`src/rtl/core/bed_pkg.sv`:
```
// Boolean entropy decoder: shared types, function codes and constants.
// No dependencies; every other file in rtl/core imports this package.
package bed_pkg;

    localparam int FUNC_W   = 3;
    localparam int VALUE_W  = 16;
    localparam int BYTE_W   = 8;
    localparam int PROB_W   = 8;
    localparam int BITS_W   = 5;
    localparam int RESULT_W = 17;

    localparam int DEF_QUEUE_DEPTH = 16;
    localparam int DEF_MAX_BITS    = 16;
    localparam int CMD_DEPTH       = 4;

    localparam logic [PROB_W-1:0] PROB_HALF  = 8'd128;
    localparam logic [7:0]        RANGE_INIT = 8'd255;

    localparam logic [FUNC_W-1:0] FUNC_START  = 3'd0;
    localparam logic [FUNC_W-1:0] FUNC_PUSH   = 3'd1;
    localparam logic [FUNC_W-1:0] FUNC_BOOL   = 3'd2;
    localparam logic [FUNC_W-1:0] FUNC_LIT    = 3'd3;
    localparam logic [FUNC_W-1:0] FUNC_SIGNED = 3'd4;
    localparam logic [FUNC_W-1:0] FUNC_OPT    = 3'd5;

    typedef struct packed {
        logic [FUNC_W-1:0]  func;
        logic [VALUE_W-1:0] init_value;
        logic [BYTE_W-1:0]  data_byte;
        logic [PROB_W-1:0]  probability;
        logic [BITS_W-1:0]  bit_count;
    } in_item_t;

    typedef struct packed {
        logic signed [RESULT_W-1:0] result_value;
        logic                       byte_dropped;
        logic                       underrun;
    } out_item_t;

    typedef enum logic [1:0] {
        CMD_START = 2'd0,
        CMD_PUSH  = 2'd1,
        CMD_READ  = 2'd2,
        CMD_NONE  = 2'd3
    } cmd_kind_t;

    // One classified command as handed from the front to the back.
    typedef struct packed {
        cmd_kind_t          kind;
        logic [VALUE_W-1:0] init_value;
        logic [BYTE_W-1:0]  data_byte;
        logic [PROB_W-1:0]  prob;
        logic [BITS_W-1:0]  count;       // magnitude bools, already saturated
        logic               flag_first;  // leading flag bool gates the rest
        logic               sign_after;  // trailing sign bool
    } cmd_t;

endpackage

```
`src/rtl/core/bed_front.sv`:
```
// Boolean entropy decoder front: classifies input beats into commands.
// Depends on bed_pkg.
module bed_front #(
    parameter int MAX_BITS = bed_pkg::DEF_MAX_BITS
) (
    input  bed_pkg::in_item_t s_item,
    input  logic              s_valid,
    output logic              s_ready,
    output bed_pkg::cmd_t     cmd,
    output logic              cmd_valid,
    input  logic              cmd_ready
);
    import bed_pkg::*;

    localparam logic [BITS_W-1:0] MAX_COUNT = BITS_W'(MAX_BITS);

    logic [BITS_W-1:0] sat_count;

    assign sat_count = (s_item.bit_count > MAX_COUNT) ? MAX_COUNT : s_item.bit_count;
    assign cmd_valid = s_valid;
    assign s_ready   = cmd_ready;

    always_comb begin
        cmd            = '0;
        cmd.kind       = CMD_NONE;
        cmd.init_value = s_item.init_value;
        cmd.data_byte  = s_item.data_byte;
        cmd.prob       = PROB_HALF;
        cmd.count      = sat_count;
        unique case (s_item.func)
            FUNC_START: begin
                cmd.kind = CMD_START;
            end
            FUNC_PUSH: begin
                cmd.kind = CMD_PUSH;
            end
            FUNC_BOOL: begin
                cmd.kind  = CMD_READ;
                cmd.prob  = s_item.probability;
                cmd.count = BITS_W'(1);
            end
            FUNC_LIT: begin
                cmd.kind = CMD_READ;
            end
            FUNC_SIGNED: begin
                cmd.kind       = CMD_READ;
                cmd.sign_after = 1'b1;
            end
            FUNC_OPT: begin
                cmd.kind       = CMD_READ;
                cmd.flag_first = 1'b1;
                cmd.sign_after = 1'b1;
            end
            default: begin
                cmd.kind = CMD_NONE;
            end
        endcase
    end

endmodule

```
`src/rtl/core/bed_cmd_fifo.sv`:
```
// Boolean entropy decoder command queue between front and back.
// Depends on bed_pkg (cmd_t, CMD_DEPTH).
module bed_cmd_fifo (
    input  logic          aclk,
    input  logic          aresetn,
    input  bed_pkg::cmd_t wr_cmd,
    input  logic          wr_valid,
    output logic          wr_ready,
    output bed_pkg::cmd_t rd_cmd,
    output logic          rd_valid,
    input  logic          rd_ready
);
    import bed_pkg::*;

    localparam int PTR_W = $clog2(CMD_DEPTH);
    localparam logic [PTR_W:0] COUNT_FULL = (PTR_W+1)'(CMD_DEPTH);
    localparam logic [PTR_W-1:0] PTR_LAST = PTR_W'(CMD_DEPTH - 1);

    cmd_t             slot_reg [CMD_DEPTH];
    logic [PTR_W-1:0] wr_ptr_reg;
    logic [PTR_W-1:0] rd_ptr_reg;
    logic [PTR_W:0]   count_reg;
    logic             do_wr;
    logic             do_rd;

    assign wr_ready = (count_reg != COUNT_FULL);
    assign rd_valid = (count_reg != '0);
    assign rd_cmd   = slot_reg[rd_ptr_reg];
    assign do_wr    = wr_valid && wr_ready;
    assign do_rd    = rd_valid && rd_ready;

    always_ff @(posedge aclk) begin
        if (do_wr) begin
            slot_reg[wr_ptr_reg] <= wr_cmd;
        end
    end

    always_ff @(posedge aclk) begin
        if (!aresetn) begin
            wr_ptr_reg <= '0;
            rd_ptr_reg <= '0;
            count_reg  <= '0;
        end else begin
            if (do_wr) begin
                wr_ptr_reg <= (wr_ptr_reg == PTR_LAST) ? '0 : wr_ptr_reg + PTR_W'(1);
            end
            if (do_rd) begin
                rd_ptr_reg <= (rd_ptr_reg == PTR_LAST) ? '0 : rd_ptr_reg + PTR_W'(1);
            end
            if (do_wr && !do_rd) begin
                count_reg <= count_reg + (PTR_W+1)'(1);
            end else if (do_rd && !do_wr) begin
                count_reg <= count_reg - (PTR_W+1)'(1);
            end
        end
    end

endmodule

```
`src/rtl/core/bed_back.sv`:
```
// Boolean entropy decoder back: byte queue, one-bool-per-cycle arithmetic
// decoder with combinational normalization, result register. Depends on bed_pkg.
module bed_back #(
    parameter int QUEUE_DEPTH = bed_pkg::DEF_QUEUE_DEPTH,
    parameter int MAX_BITS    = bed_pkg::DEF_MAX_BITS
) (
    input  logic               aclk,
    input  logic               aresetn,
    input  bed_pkg::cmd_t      cmd,
    input  logic               cmd_valid,
    output logic               cmd_ready,
    output bed_pkg::out_item_t m_item,
    output logic               m_valid,
    input  logic               m_ready
);
    import bed_pkg::*;

    localparam int QPTR_W = $clog2(QUEUE_DEPTH);
    localparam int FILL_W = $clog2(QUEUE_DEPTH + 1);
    localparam int CNT_W  = $clog2(MAX_BITS + 1);
    localparam logic [FILL_W-1:0] FILL_FULL = FILL_W'(QUEUE_DEPTH);
    localparam logic [QPTR_W-1:0] HEAD_LAST = QPTR_W'(QUEUE_DEPTH - 1);
    localparam logic [FILL_W:0]   WRAP_SUM  = (FILL_W+1)'(QUEUE_DEPTH);

    typedef enum logic [5:0] {
        ST_IDLE = 6'b000001,
        ST_ACT  = 6'b000010,
        ST_FLAG = 6'b000100,
        ST_MAG  = 6'b001000,
        ST_SIGN = 6'b010000,
        ST_FIN  = 6'b100000
    } back_state_t;

    back_state_t          state_reg;
    cmd_t                 cmd_reg;
    logic [CNT_W-1:0]     cnt_reg;
    logic [RESULT_W-1:0]  acc_reg;
    logic                 dropped_reg;
    logic                 underrun_reg;
    out_item_t            out_reg;
    logic                 m_valid_reg;

    logic [VALUE_W-1:0]   code_value_reg;
    logic [7:0]           code_range_reg;
    logic [2:0]           shift_count_reg;
    logic [QPTR_W-1:0]    head_reg;
    logic [QPTR_W-1:0]    head_next;
    logic [FILL_W-1:0]    fill_reg;
    logic [FILL_W-1:0]    fill_next;

    logic [BYTE_W-1:0]    queue_mem [QUEUE_DEPTH];
    logic [BYTE_W-1:0]    rd_byte_reg;

    // bool datapath
    logic [15:0]          prod;
    logic [7:0]           split;
    logic [VALUE_W-1:0]   big;
    logic                 bool_bit;
    logic [7:0]           range_a;
    logic [VALUE_W-1:0]   value_a;
    logic [2:0]           norm_n;
    logic [3:0]           sc_sum;
    logic                 wrap;
    logic                 queue_empty;
    logic [BYTE_W-1:0]    fill_byte;
    logic [VALUE_W-1:0]   refill_word;
    logic [7:0]           range_norm;
    logic [VALUE_W-1:0]   value_norm;

    logic                 bool_en;
    logic                 push_en;
    logic                 refill_take;
    logic                 refill_under;
    logic                 out_free;
    logic [FILL_W:0]      tail_sum;
    logic [QPTR_W-1:0]    tail_addr;
    logic [CNT_W-1:0]     cmd_cnt;

    assign cmd_ready = (state_reg == ST_IDLE);
    assign m_item    = out_reg;
    assign m_valid   = m_valid_reg;
    assign out_free  = !m_valid_reg || m_ready;
    assign cmd_cnt   = CNT_W'(cmd.count);

    assign bool_en = (state_reg == ST_FLAG) || (state_reg == ST_MAG) || (state_reg == ST_SIGN);
    assign push_en = (state_reg == ST_ACT) && (cmd_reg.kind == CMD_PUSH)
                     && (fill_reg != FILL_FULL);

    // split = 1 + ((range - 1) * prob) / 256
    assign prod     = {8'd0, code_range_reg - 8'd1} * {8'd0, cmd_reg.prob};
    assign split    = prod[15:8] + 8'd1;
    assign big      = {split, 8'h00};
    assign bool_bit = (code_value_reg >= big);
    assign range_a  = bool_bit ? (code_range_reg - split) : split;
    assign value_a  = bool_bit ? (code_value_reg - big) : code_value_reg;

    // leading-zero count of the new range; range_a is never zero
    always_comb begin
        norm_n = 3'd0;
        for (int i = 0; i < 8; i++) begin
            if (range_a[i]) begin
                norm_n = 3'(7 - i);
            end
        end
    end

    // at most one byte boundary is crossed per bool; the byte lands after
    // the wrapping shift and moves up by the shifts that follow it
    assign sc_sum       = {1'b0, shift_count_reg} + {1'b0, norm_n};
    assign wrap         = sc_sum[3];
    assign queue_empty  = (fill_reg == '0);
    assign fill_byte    = queue_empty ? '0 : rd_byte_reg;
    assign refill_word  = {8'd0, fill_byte} << sc_sum[2:0];
    assign range_norm   = range_a << norm_n;
    assign value_norm   = (value_a << norm_n) | (wrap ? refill_word : '0);
    assign refill_take  = bool_en && wrap && !queue_empty;
    assign refill_under = bool_en && wrap && queue_empty;

    assign tail_sum  = (FILL_W+1)'(head_reg) + {1'b0, fill_reg};
    assign tail_addr = (tail_sum >= WRAP_SUM) ? QPTR_W'(tail_sum - WRAP_SUM)
                                              : QPTR_W'(tail_sum);

    always_comb begin
        head_next = head_reg;
        fill_next = fill_reg;
        if (refill_take) begin
            head_next = (head_reg == HEAD_LAST) ? '0 : head_reg + QPTR_W'(1);
            fill_next = fill_reg - FILL_W'(1);
        end else if (push_en) begin
            fill_next = fill_reg + FILL_W'(1);
        end
    end

    // byte queue; read port follows the next head, write-first on a match
    always_ff @(posedge aclk) begin
        if (push_en) begin
            queue_mem[tail_addr] <= cmd_reg.data_byte;
        end
        if (push_en && (tail_addr == head_next)) begin
            rd_byte_reg <= cmd_reg.data_byte;
        end else begin
            rd_byte_reg <= queue_mem[head_next];
        end
    end

    always_ff @(posedge aclk) begin
        if (!aresetn) begin
            state_reg       <= ST_IDLE;
            code_value_reg  <= '0;
            code_range_reg  <= RANGE_INIT;
            shift_count_reg <= '0;
            head_reg        <= '0;
            fill_reg        <= '0;
            m_valid_reg     <= 1'b0;
        end else begin
            head_reg <= head_next;
            fill_reg <= fill_next;
            if (bool_en) begin
                code_value_reg  <= value_norm;
                code_range_reg  <= range_norm;
                shift_count_reg <= sc_sum[2:0];
            end else if ((state_reg == ST_ACT) && (cmd_reg.kind == CMD_START)) begin
                code_value_reg  <= cmd_reg.init_value;
                code_range_reg  <= RANGE_INIT;
                shift_count_reg <= '0;
            end
            if ((state_reg == ST_FIN) && out_free) begin
                m_valid_reg <= 1'b1;
            end else if (m_ready) begin
                m_valid_reg <= 1'b0;
            end
            unique case (state_reg)
                ST_IDLE: begin
                    if (cmd_valid) begin
                        if (cmd.kind != CMD_READ) begin
                            state_reg <= ST_ACT;
                        end else if (cmd.flag_first) begin
                            state_reg <= ST_FLAG;
                        end else if (cmd_cnt != '0) begin
                            state_reg <= ST_MAG;
                        end else if (cmd.sign_after) begin
                            state_reg <= ST_SIGN;
                        end else begin
                            state_reg <= ST_FIN;
                        end
                    end
                end
                ST_ACT: begin
                    state_reg <= ST_FIN;
                end
                ST_FLAG: begin
                    if (!bool_bit) begin
                        state_reg <= ST_FIN;
                    end else if (cnt_reg != '0) begin
                        state_reg <= ST_MAG;
                    end else begin
                        state_reg <= ST_SIGN;
                    end
                end
                ST_MAG: begin
                    if (cnt_reg == CNT_W'(1)) begin
                        state_reg <= cmd_reg.sign_after ? ST_SIGN : ST_FIN;
                    end
                end
                ST_SIGN: begin
                    state_reg <= ST_FIN;
                end
                ST_FIN: begin
                    if (out_free) begin
                        state_reg <= ST_IDLE;
                    end
                end
                default: begin
                    state_reg <= ST_IDLE;
                end
            endcase
        end
    end

    // per-item payload, no reset needed
    always_ff @(posedge aclk) begin
        if ((state_reg == ST_IDLE) && cmd_valid) begin
            cmd_reg      <= cmd;
            cnt_reg      <= cmd_cnt;
            acc_reg      <= '0;
            dropped_reg  <= 1'b0;
            underrun_reg <= 1'b0;
        end else begin
            if (refill_under) begin
                underrun_reg <= 1'b1;
            end
            if ((state_reg == ST_ACT) && (cmd_reg.kind == CMD_PUSH) && !push_en) begin
                dropped_reg <= 1'b1;
            end
            if (state_reg == ST_MAG) begin
                acc_reg <= {acc_reg[RESULT_W-2:0], bool_bit};
                cnt_reg <= cnt_reg - CNT_W'(1);
            end
            if ((state_reg == ST_SIGN) && bool_bit) begin
                acc_reg <= '0 - acc_reg;
            end
        end
        if ((state_reg == ST_FIN) && out_free) begin
            out_reg.result_value <= $signed(acc_reg);
            out_reg.byte_dropped <= dropped_reg;
            out_reg.underrun     <= underrun_reg;
        end
    end

endmodule

```
`src/rtl/core/boolean_entropy_decoder_core.sv`:
```
// Boolean entropy decoder, top level: front classifier, command queue, back engine.
// Depends on bed_pkg, bed_front, bed_cmd_fifo and bed_back.
//
// Usage:
//   s_valid/s_ready/s_item carry one beat per item: start (loads the 16-bit
//   code value, range 255), push (appends a byte to the byte queue), bool,
//   unsigned literal, signed and optional signed reads. m_valid/m_ready/m_item
//   return exactly one result beat per input beat, in order.
//   The back engine decodes one bool per cycle, normalization and byte
//   refill included. An item holds it from the idle state through its bool
//   states (flag, magnitude, sign) to the final state; start, push and unused
//   codes pass through the action state instead. That engine alone sets the
//   rate. An idle engine takes the command in the cycle after the input beat;
//   m_valid rises as the engine leaves its final state.
//   The four-entry command queue keeps s_ready high while the engine works
//   or while a result waits; s_ready drops only when that queue is full.
//   A stalled receiver holds the finished result in the output register and
//   stops the engine at its final cycle; queued commands wait.
//   Reset (aresetn low, synchronous) empties both queues, drops any pending
//   result, sets range 255 and clears the code value and shift count.
//   No clearing pass is needed: queued bytes are read only after writing.
module boolean_entropy_decoder_core #(
    parameter int QUEUE_DEPTH = bed_pkg::DEF_QUEUE_DEPTH,
    parameter int MAX_BITS    = bed_pkg::DEF_MAX_BITS
) (
    input  logic               aclk,
    input  logic               aresetn,
    input  bed_pkg::in_item_t  s_item,
    input  logic               s_valid,
    output logic               s_ready,
    output bed_pkg::out_item_t m_item,
    output logic               m_valid,
    input  logic               m_ready
);
    import bed_pkg::*;

    cmd_t front_cmd;
    logic front_valid;
    logic fifo_wr_ready;
    cmd_t q_cmd;
    logic q_valid;
    logic back_ready;

    // classify the input beat
    bed_front #(
        .MAX_BITS (MAX_BITS)
    ) u_front (
        .s_item    (s_item),
        .s_valid   (s_valid),
        .s_ready   (s_ready),
        .cmd       (front_cmd),
        .cmd_valid (front_valid),
        .cmd_ready (fifo_wr_ready)
    );

    // decouples acceptance from the engine
    bed_cmd_fifo u_fifo (
        .aclk     (aclk),
        .aresetn  (aresetn),
        .wr_cmd   (front_cmd),
        .wr_valid (front_valid),
        .wr_ready (fifo_wr_ready),
        .rd_cmd   (q_cmd),
        .rd_valid (q_valid),
        .rd_ready (back_ready)
    );

    // decoder engine, byte queue and result register
    bed_back #(
        .QUEUE_DEPTH (QUEUE_DEPTH),
        .MAX_BITS    (MAX_BITS)
    ) u_back (
        .aclk      (aclk),
        .aresetn   (aresetn),
        .cmd       (q_cmd),
        .cmd_valid (q_valid),
        .cmd_ready (back_ready),
        .m_item    (m_item),
        .m_valid   (m_valid),
        .m_ready   (m_ready)
    );

`ifndef SYNTHESIS
    // input stalls only when commands are waiting for the engine
    a_stall_means_pending: assert property (@(posedge aclk) disable iff (!aresetn)
        !s_ready |-> q_valid)
        else $error("input stalled with empty command queue");

    // an accepted beat is queued at the next edge
    a_accept_queued: assert property (@(posedge aclk) disable iff (!aresetn)
        (s_valid && s_ready) |=> q_valid)
        else $error("accepted beat missing from command queue");

    // engine goes busy right after taking a command
    a_engine_busy: assert property (@(posedge aclk) disable iff (!aresetn)
        (q_valid && back_ready) |=> !back_ready)
        else $error("engine idle after taking a command");
`endif

endmodule
```
`config.mk`:
```
export PLATFORM = sky130hd
export DESIGN_NAME = boolean_entropy_decoder_core
export DESIGN_NICKNAME = d
export VERILOG_FILES = /design/src/rtl/core/bed_pkg.sv /design/src/rtl/core/bed_front.sv /design/src/rtl/core/bed_cmd_fifo.sv /design/src/rtl/core/bed_back.sv /design/src/rtl/core/boolean_entropy_decoder_core.sv
export SDC_FILE = /design/constraint.sdc
export NUM_CORES = 1
export LEC_CHECK = 0
export BUFFER_PORTS_ARGS = -buffer_cell sky130_fd_sc_hd__clkbuf_2
export CORE_UTILIZATION = 45
export DETAILED_ROUTE_END_ITERATION = 8
export HOLD_SLACK_MARGIN = 0.1
export PLACE_DENSITY_LB_ADDON = 0.25
export SETUP_SLACK_MARGIN = 0.4
export SYNTH_ARGS = -nofsm -noshare
export SYNTH_HDL_FRONTEND = slang
export SYNTH_SLANG_ARGS = --single-unit
```
`constraint.sdc`:
```
create_clock -name aclk -period 17.5 [get_ports aclk]
set_clock_uncertainty 0.2 [all_clocks]
set_input_delay 2.625 -clock aclk [delete_from_list [all_inputs] [get_ports aclk]]
set_output_delay 2.625 -clock aclk [all_outputs]
set_load 0.1 [all_outputs]
```
# After elaboration in Yosys (flattened, before gate mapping)
# Memories as Yosys holds them, arrays and structs flattened. A register that Yosys moved wholly into a read port is not among the register bits.
# Cells that the tools add are included.
[word_totals]
memories = 2
romBits = 0
word_cells = 162
ram_bits = 292
ff_bits = 128
latch_bits = 0
inputBits = 44
[classes]
shifts = 3
order_cmp = 3
mul = 1
bitwise_logic = 1
eq_ne = 22
add_sub_neg = 16
mux = 55
reduce_logical = 37
n_div = 0
[mem_list]
columns = ["memory", "words", "word_bits", "read_ports", "rd_clocked_by_memory_dff", "wr", "line_no", "source"]
rows = [
  ["u_fifo.slot_reg", 4, 41, 1, 1, 1, "bed_cmd_fifo.sv:19", "cmd_t slot_reg [CMD_DEPTH];"],
  ["u_back.queue_mem", 16, 8, 1, 1, 1, "bed_back.sv:51", "logic [BYTE_W-1:0] queue_mem [QUEUE_DEPTH];"],
]
[ops]
columns = ["operator", "count"]
rows = [
  ["16-bit two-way mux", 4],
  ["6-bit two-way mux", 9],
  ["3-bit two-way mux", 12],
  ["17-bit two-way mux", 2],
  ["8-bit two-way mux", 4],
  ["5-bit two-way mux", 6],
  ["6-bit case mux with 5 select lines", 1],
  ["1-bit by 17-bit subtractor with 17-bit output, first input constant", 1],
  ["16-bit >= comparator", 1],
  ["8-bit by 8-bit multiplier with 16-bit output", 1],
  ["16-bit bitwise OR", 1],
  ["16-bit by 3-bit left shift with 16-bit output", 1],
  ["8-bit by 3-bit left shift with 16-bit output", 1],
  ["16-bit subtractor", 1],
  ["1-bit logical AND", 13],
  ["13-bit two-way mux", 1],
  ["4-bit two-way mux", 3],
  ["2-bit nonzero test", 6],
  ["5-bit nonzero test", 2],
  ["5-bit by 1-bit subtractor with 5-bit output, second input constant", 2],
  ["8-bit by 1-bit adder with 8-bit output, second input constant", 1],
  ["1-bit two-way mux", 8],
  ["2-bit two-way mux", 4],
  ["8-bit by 3-bit left shift with 8-bit output", 1],
  ["other kinds (39)", 52],
]

# Longest topological paths before layout
[depth]
depth_word = 18
mapped_depth = 49

# Cells and area by module
# From an unflattened synthesis, not the netlist that was laid out.
[hier_totals]
hier_cells = 1636
area_unflattened_um2 = 21770.9
[modules_own_cells]
columns = ["mod", "seq_area_each_um2", "n_inst", "area_per_inst_um2", "cells_per_inst"]
rows = [
  ["bed_back", 6936.7, 1, 15021.9, 1322],
  ["bed_cmd_fifo", 5104.9, 1, 6392.4, 266],
  ["bed_front", 0.0, 1, 356.6, 48],
]

# Least setup slack after synthesis
# No wires, ideal clock.
[synth_path]
kind = "register to register"
from = "reg u_back.code_range_reg[0]"
to = "reg u_back.fill_reg[4]"
arrival_time_ps = 10361
path_buffers = 5
period_less_slack_ps = 10647
setup_ps = 86
stages_incl_launch_ff = 49
path_slack_ps = 6853
required_ps = 17214
cell_sequence = "dfxtp_1 > inv_1 > ha_1 > nand2_1 > nor3_1 > xnor2_1 > nor2b_1 > fa_1 > inv_1 > fa_1 > fa_1 > fa_1 > inv_1 > ha_1 > and3_1 > a22o_1 > nor2_1 > inv_1 > [... 13 more ...] > buf_2 > a2111oi_2 > xnor2_1 > o21a_1 > buf_4 > buf_6 > buf_2 > ha_1 > a21o_1 > a31oi_1 > nor3_1 > buf_2 > xor2_1 > ha_1 > o31a_1 > o21ai_0 > a311oi_1 > a211oi_1"
[synth_via]
elab_chain_len = 17
word_cells_on_any_way = 19
cone_classes = "4 x add/sub; 1 x mul; 1 x order compare; 10 x mux; 3 x reduce/logical"
[synth_lines]
columns = ["element", "line_no", "source"]
rows = [
  ["start, declared", "bed_back.sv:44", "logic [7:0] code_range_reg;"],
  ["start signal, assigned", "bed_back.sv:160", "code_range_reg <= range_norm;"],
  ["8-bit by 1-bit subtractor with 8-bit output", "bed_back.sv:90", "assign prod = {8'd0, code_range_reg - 8'd1} * {8'd0, cmd_reg.prob};"],
  ["8-bit by 8-bit multiplier with 16-bit output", "bed_back.sv:90", ""],
  ["8-bit by 1-bit adder with 8-bit output", "bed_back.sv:91", "assign split = prod[15:8] + 8'd1;"],
  ["16-bit >= comparator / 8-bit subtractor (equally long branches)", "bed_back.sv:93, bed_back.sv:94", ""],
  ["8-bit two-way mux *", "bed_back.sv:94", "assign range_a = bool_bit ? (code_range_reg - split) : split;"],
  ["3-bit two-way mux (7 in a row)", "bed_back.sv:101", "if (range_a[i]) begin"],
  ["3-bit two-way mux *", "bed_back.sv:101", ""],
  ["3-bit by 3-bit adder with 4-bit output *", "bed_back.sv:109", "assign sc_sum = {1'b0, shift_count_reg} + {1'b0, norm_n};"],
  ["1-bit logical AND * (2 in a row)", "bed_back.sv:116", "assign refill_take = bool_en && wrap && !queue_empty;"],
  ["5-bit two-way mux / 2-bit nonzero test (equally long branches)", "-", ""],
  ["end signal, assigned", "bed_back.sv:157", "fill_reg <= fill_next;"],
  ["end, declared", "bed_back.sv:48", "logic [FILL_W-1:0] fill_reg;"],
]
# Every way passes the cells marked *; elsewhere a longest branch is shown, timed or not.
# A chain may end at the register's enable or synchronous reset.

# Worst setup path after layout
# Ends and elaborated chain as after synthesis.

==> flow_metrics.py <==
metrics = {
    "clock_network": {
        "clock_sinks": 426,
        "clock_path_buffers": 3,
        "hold_buffers": 0,
        "cts_root_buf": "clkbuf_16",
        "cts_buffers": 41,
        "cts.clk_slew.worst_paths_ps": 60,
        "cts_resized": 0,
        "cts_setup_buffers": 0,
        "tritoncts": "yes",
        "clk_latency_ps": 560,
        "cts_max_level": 2,
    },
    "layout": {
        "final_nets": 1862,
        "largest_register_ffs": 164,
        "finalInstanceArea_sq_um": 24000,
        "area_growth_pct": 10.5,
        "n_fill_cell": 4053,
        "post_route_cells_drive_above_1_share": 0.161,
        "antenna_cells": 0,
    },
    "sta": {
        "setup_slack_ps": 3860,
        "worstMarginPinSlew_ps": 1230,
        "setup-tns-final_ps": 0,
        "setup_violations": 0,
        "relSlewSlack": 0.172,
        "min_period_over_period": 0.779,
        "whs_ps": 241,
        "max_freq_ghz": 0.0733,
        "hold_violations": 0,
        "finalMaxSlewViolations": 0,
        "rsz0062_at_grt": "false",
        "fin_crit_ps": 13640,
    },
    "global_routing": {
        "grt_overflow": 0,
        "grt_pass1_wl_mm": 75.6,
        "antenna_found_initial": 0,
        "grt_pass1_vias": 13611,
        "grt_max_degree": 42,
        "grtUsageTotal": 0.195,
    },
    "synthesis": {
        "async_flop_share": 0,
        "synth_edf_count": 351,
        "synth_top_area_share": 0.486,
        "ys_seq_elements": 426,
        "synth_ff_type": "edfxtp_1",
        "syn_avg_cell_area_sq_um": 13.0,
        "netlist_instances": 1665,
        "yosysUniqueCellTypes": 88,
        "yosys.area.top_type": "edfxtp_1",
        "synth_area_sq_um": 21700,
        "ys_warn_count": 0,
        "yosysSeqAreaShare": 0.555,
        "synth_commonest_cells": "edfxtp_1 (351), nand2_1 (119), nor2_1 (113), inv_1 (88), mux4_2 (81)",
        "synth.most_common_cell": "edfxtp_1",
        "yosys-top-cells-area": "edfxtp_1 (49%), mux4_2 (8.4%), dfxtp_1 (6.9%)",
        "synth_nets": 1812,
    },
    "die": {
        "die_area_sq_um": 49100,
        "die_w_microns": 222,
        "rows": 80,
        "pin_count": 65,
        "coreArea_sq_um": 47600,
        "die_h_microns": 222,
        "floorplan.initialDensity": 0.456,
    },
    "worst_hold_path": {
        "min_path_cells": 0,
        "hp-class": "register to register",
        "hold_path_end": "u_back.m_item[0]",
        "worstHoldStart": "u_back.underrun_reg",
    },
    "detailed_routing": {
        "drtPass1Iterations": 5,
        "drc": 0,
        "routed_wirelength_mm": 47.6,
        "wl_per_cell_microns": 20.1,
        "routed_via_density": 5.85,
        "drt-initial-drc-count": 1103,
        "num_vias": 13831,
        "postRouteAntennaNets": 0,
    },
    "setup_path": {
        "arrival_ps": 13900,
        "rr_worst_depth": 44,
        "r2r_setup_slack_ps": 3860,
        "endpoint_kind": "register",
        "critPathKind": "register to register",
        "cp_common_cell": "ha_1",
        "cp_data_required_time_ps": 17760,
        "critPathSlowestCell": "nor3_1",
        "worstPathMaxFanout": 28,
        "startpoint_type": "register",
        "r2r_start": "u_back.code_range_reg[0]",
        "regToRegEndpoint": "u_back.fill_reg[4]",
        "critPathMaxStageDelay_ps": 1010,
    },
    "placed_design": {
        "portBuffers": 64,
        "dpl_cell_area_sq_um": 22600,
        "hpwl_mm": 33.4,
        "place_congestion": 0.867,
        "place_ws_ps": 4070,
    },
    "run_status": {
        "outcome": "complete, no violations",
    },
    "flow_run": {
        "max_cap_viol_count": 0,
    },
}
[critical path: cells and delay by family, from the launching register on]
kind                       cells  cell delay [ps]
AOI/OAI and AO/OA             17             4800
xor gates and xnor gates       2              720
adders and majority gates     10             3830
buffers and inverters          6              740
DFF                            1              480
and+or+nand+nor                9             2740
[metrics by stage]
stage,util,instances
after floorplan,-,1665
after global placement,0.475,2287
after detailed placement,0.475,2287
after CTS,0.503,2363
after global routing,0.504,2363
final,0.504,2363
[cells by family after synthesis]
group | Yosys count | share of synthesized area
simple gates | 484 | 0.112
flops | 426 | 0.555
compound gates | 308 | 0.100
buf+inv | 163 | 0.0301
mux | 136 | 0.110
fa+ha+maj | 106 | 0.0746
xor+xnor | 42 | 0.0176
[worst max-delay path by stage]
stage	depth (start not counted)	start	to	slack, ps
floorplan	48	u_back.code_range_reg[0]	u_back.fill_reg[4]	6850
global placement	44	u_back.code_range_reg[0]	u_back.fill_reg[4]	4570
finish	44	u_back.code_range_reg[0]	u_back.fill_reg[4]	3860
CTS	44	u_back.code_range_reg[0]	u_back.fill_reg[4]	4020
global route	44	u_back.code_range_reg[0]	u_back.fill_reg[4]	2980
detailed placement	44	u_back.code_range_reg[0]	u_back.fill_reg[4]	4070
[cell usage in the layout (no fill, tap or decap), drive strengths merged, types with 10 or more instances in the layout]
cell / n
a211o: 10
a211oi: 12
a21o: 17
a21oi: 52
a31oi: 28
and2: 39
and3: 18
buf: 16
clkbuf: 120
clkinv: 14
dfxtp: 75
edfxtp: 351
fa: 40
ha: 63
inv: 91
mux2: 15
mux2i: 40
mux4: 81
nand2: 119
nand2b: 19
nand3: 35
nor2: 113
nor2b: 34
nor3: 42
o211ai: 12
o21ai: 68
or3: 13
xnor2: 25
xor2: 16
[per-layer routing]
| layer | global-route usage | vias to the layer above | wire (microns) |
|---|---|---|---|
| met4 | 0.0515 | 0 | 986 |
| met3 | 0.0305 | 73 | 2570 |
| met2 | 0.308 | 394 | 22100 |
| met5 | 0 | - | 0 |
| li1 | - | 6451 | - |
| met1 | 0.280 | 6913 | 21900 |
[final cells by class]
cell class	count	area, sq um	area share
sequential	426	12000	0.502
multi-input combinational	1076	9030	0.377
clock buffer	56	1150	0.0481
tap	615	769	0.0321
timing repair buffer	80	440	0.0184
inverter	90	338	0.0141
clock inverter	20	209	0.00871
Power is not shown: default switching activity piles up to over one toggle a cycle in this logic, so the estimate is an artifact.
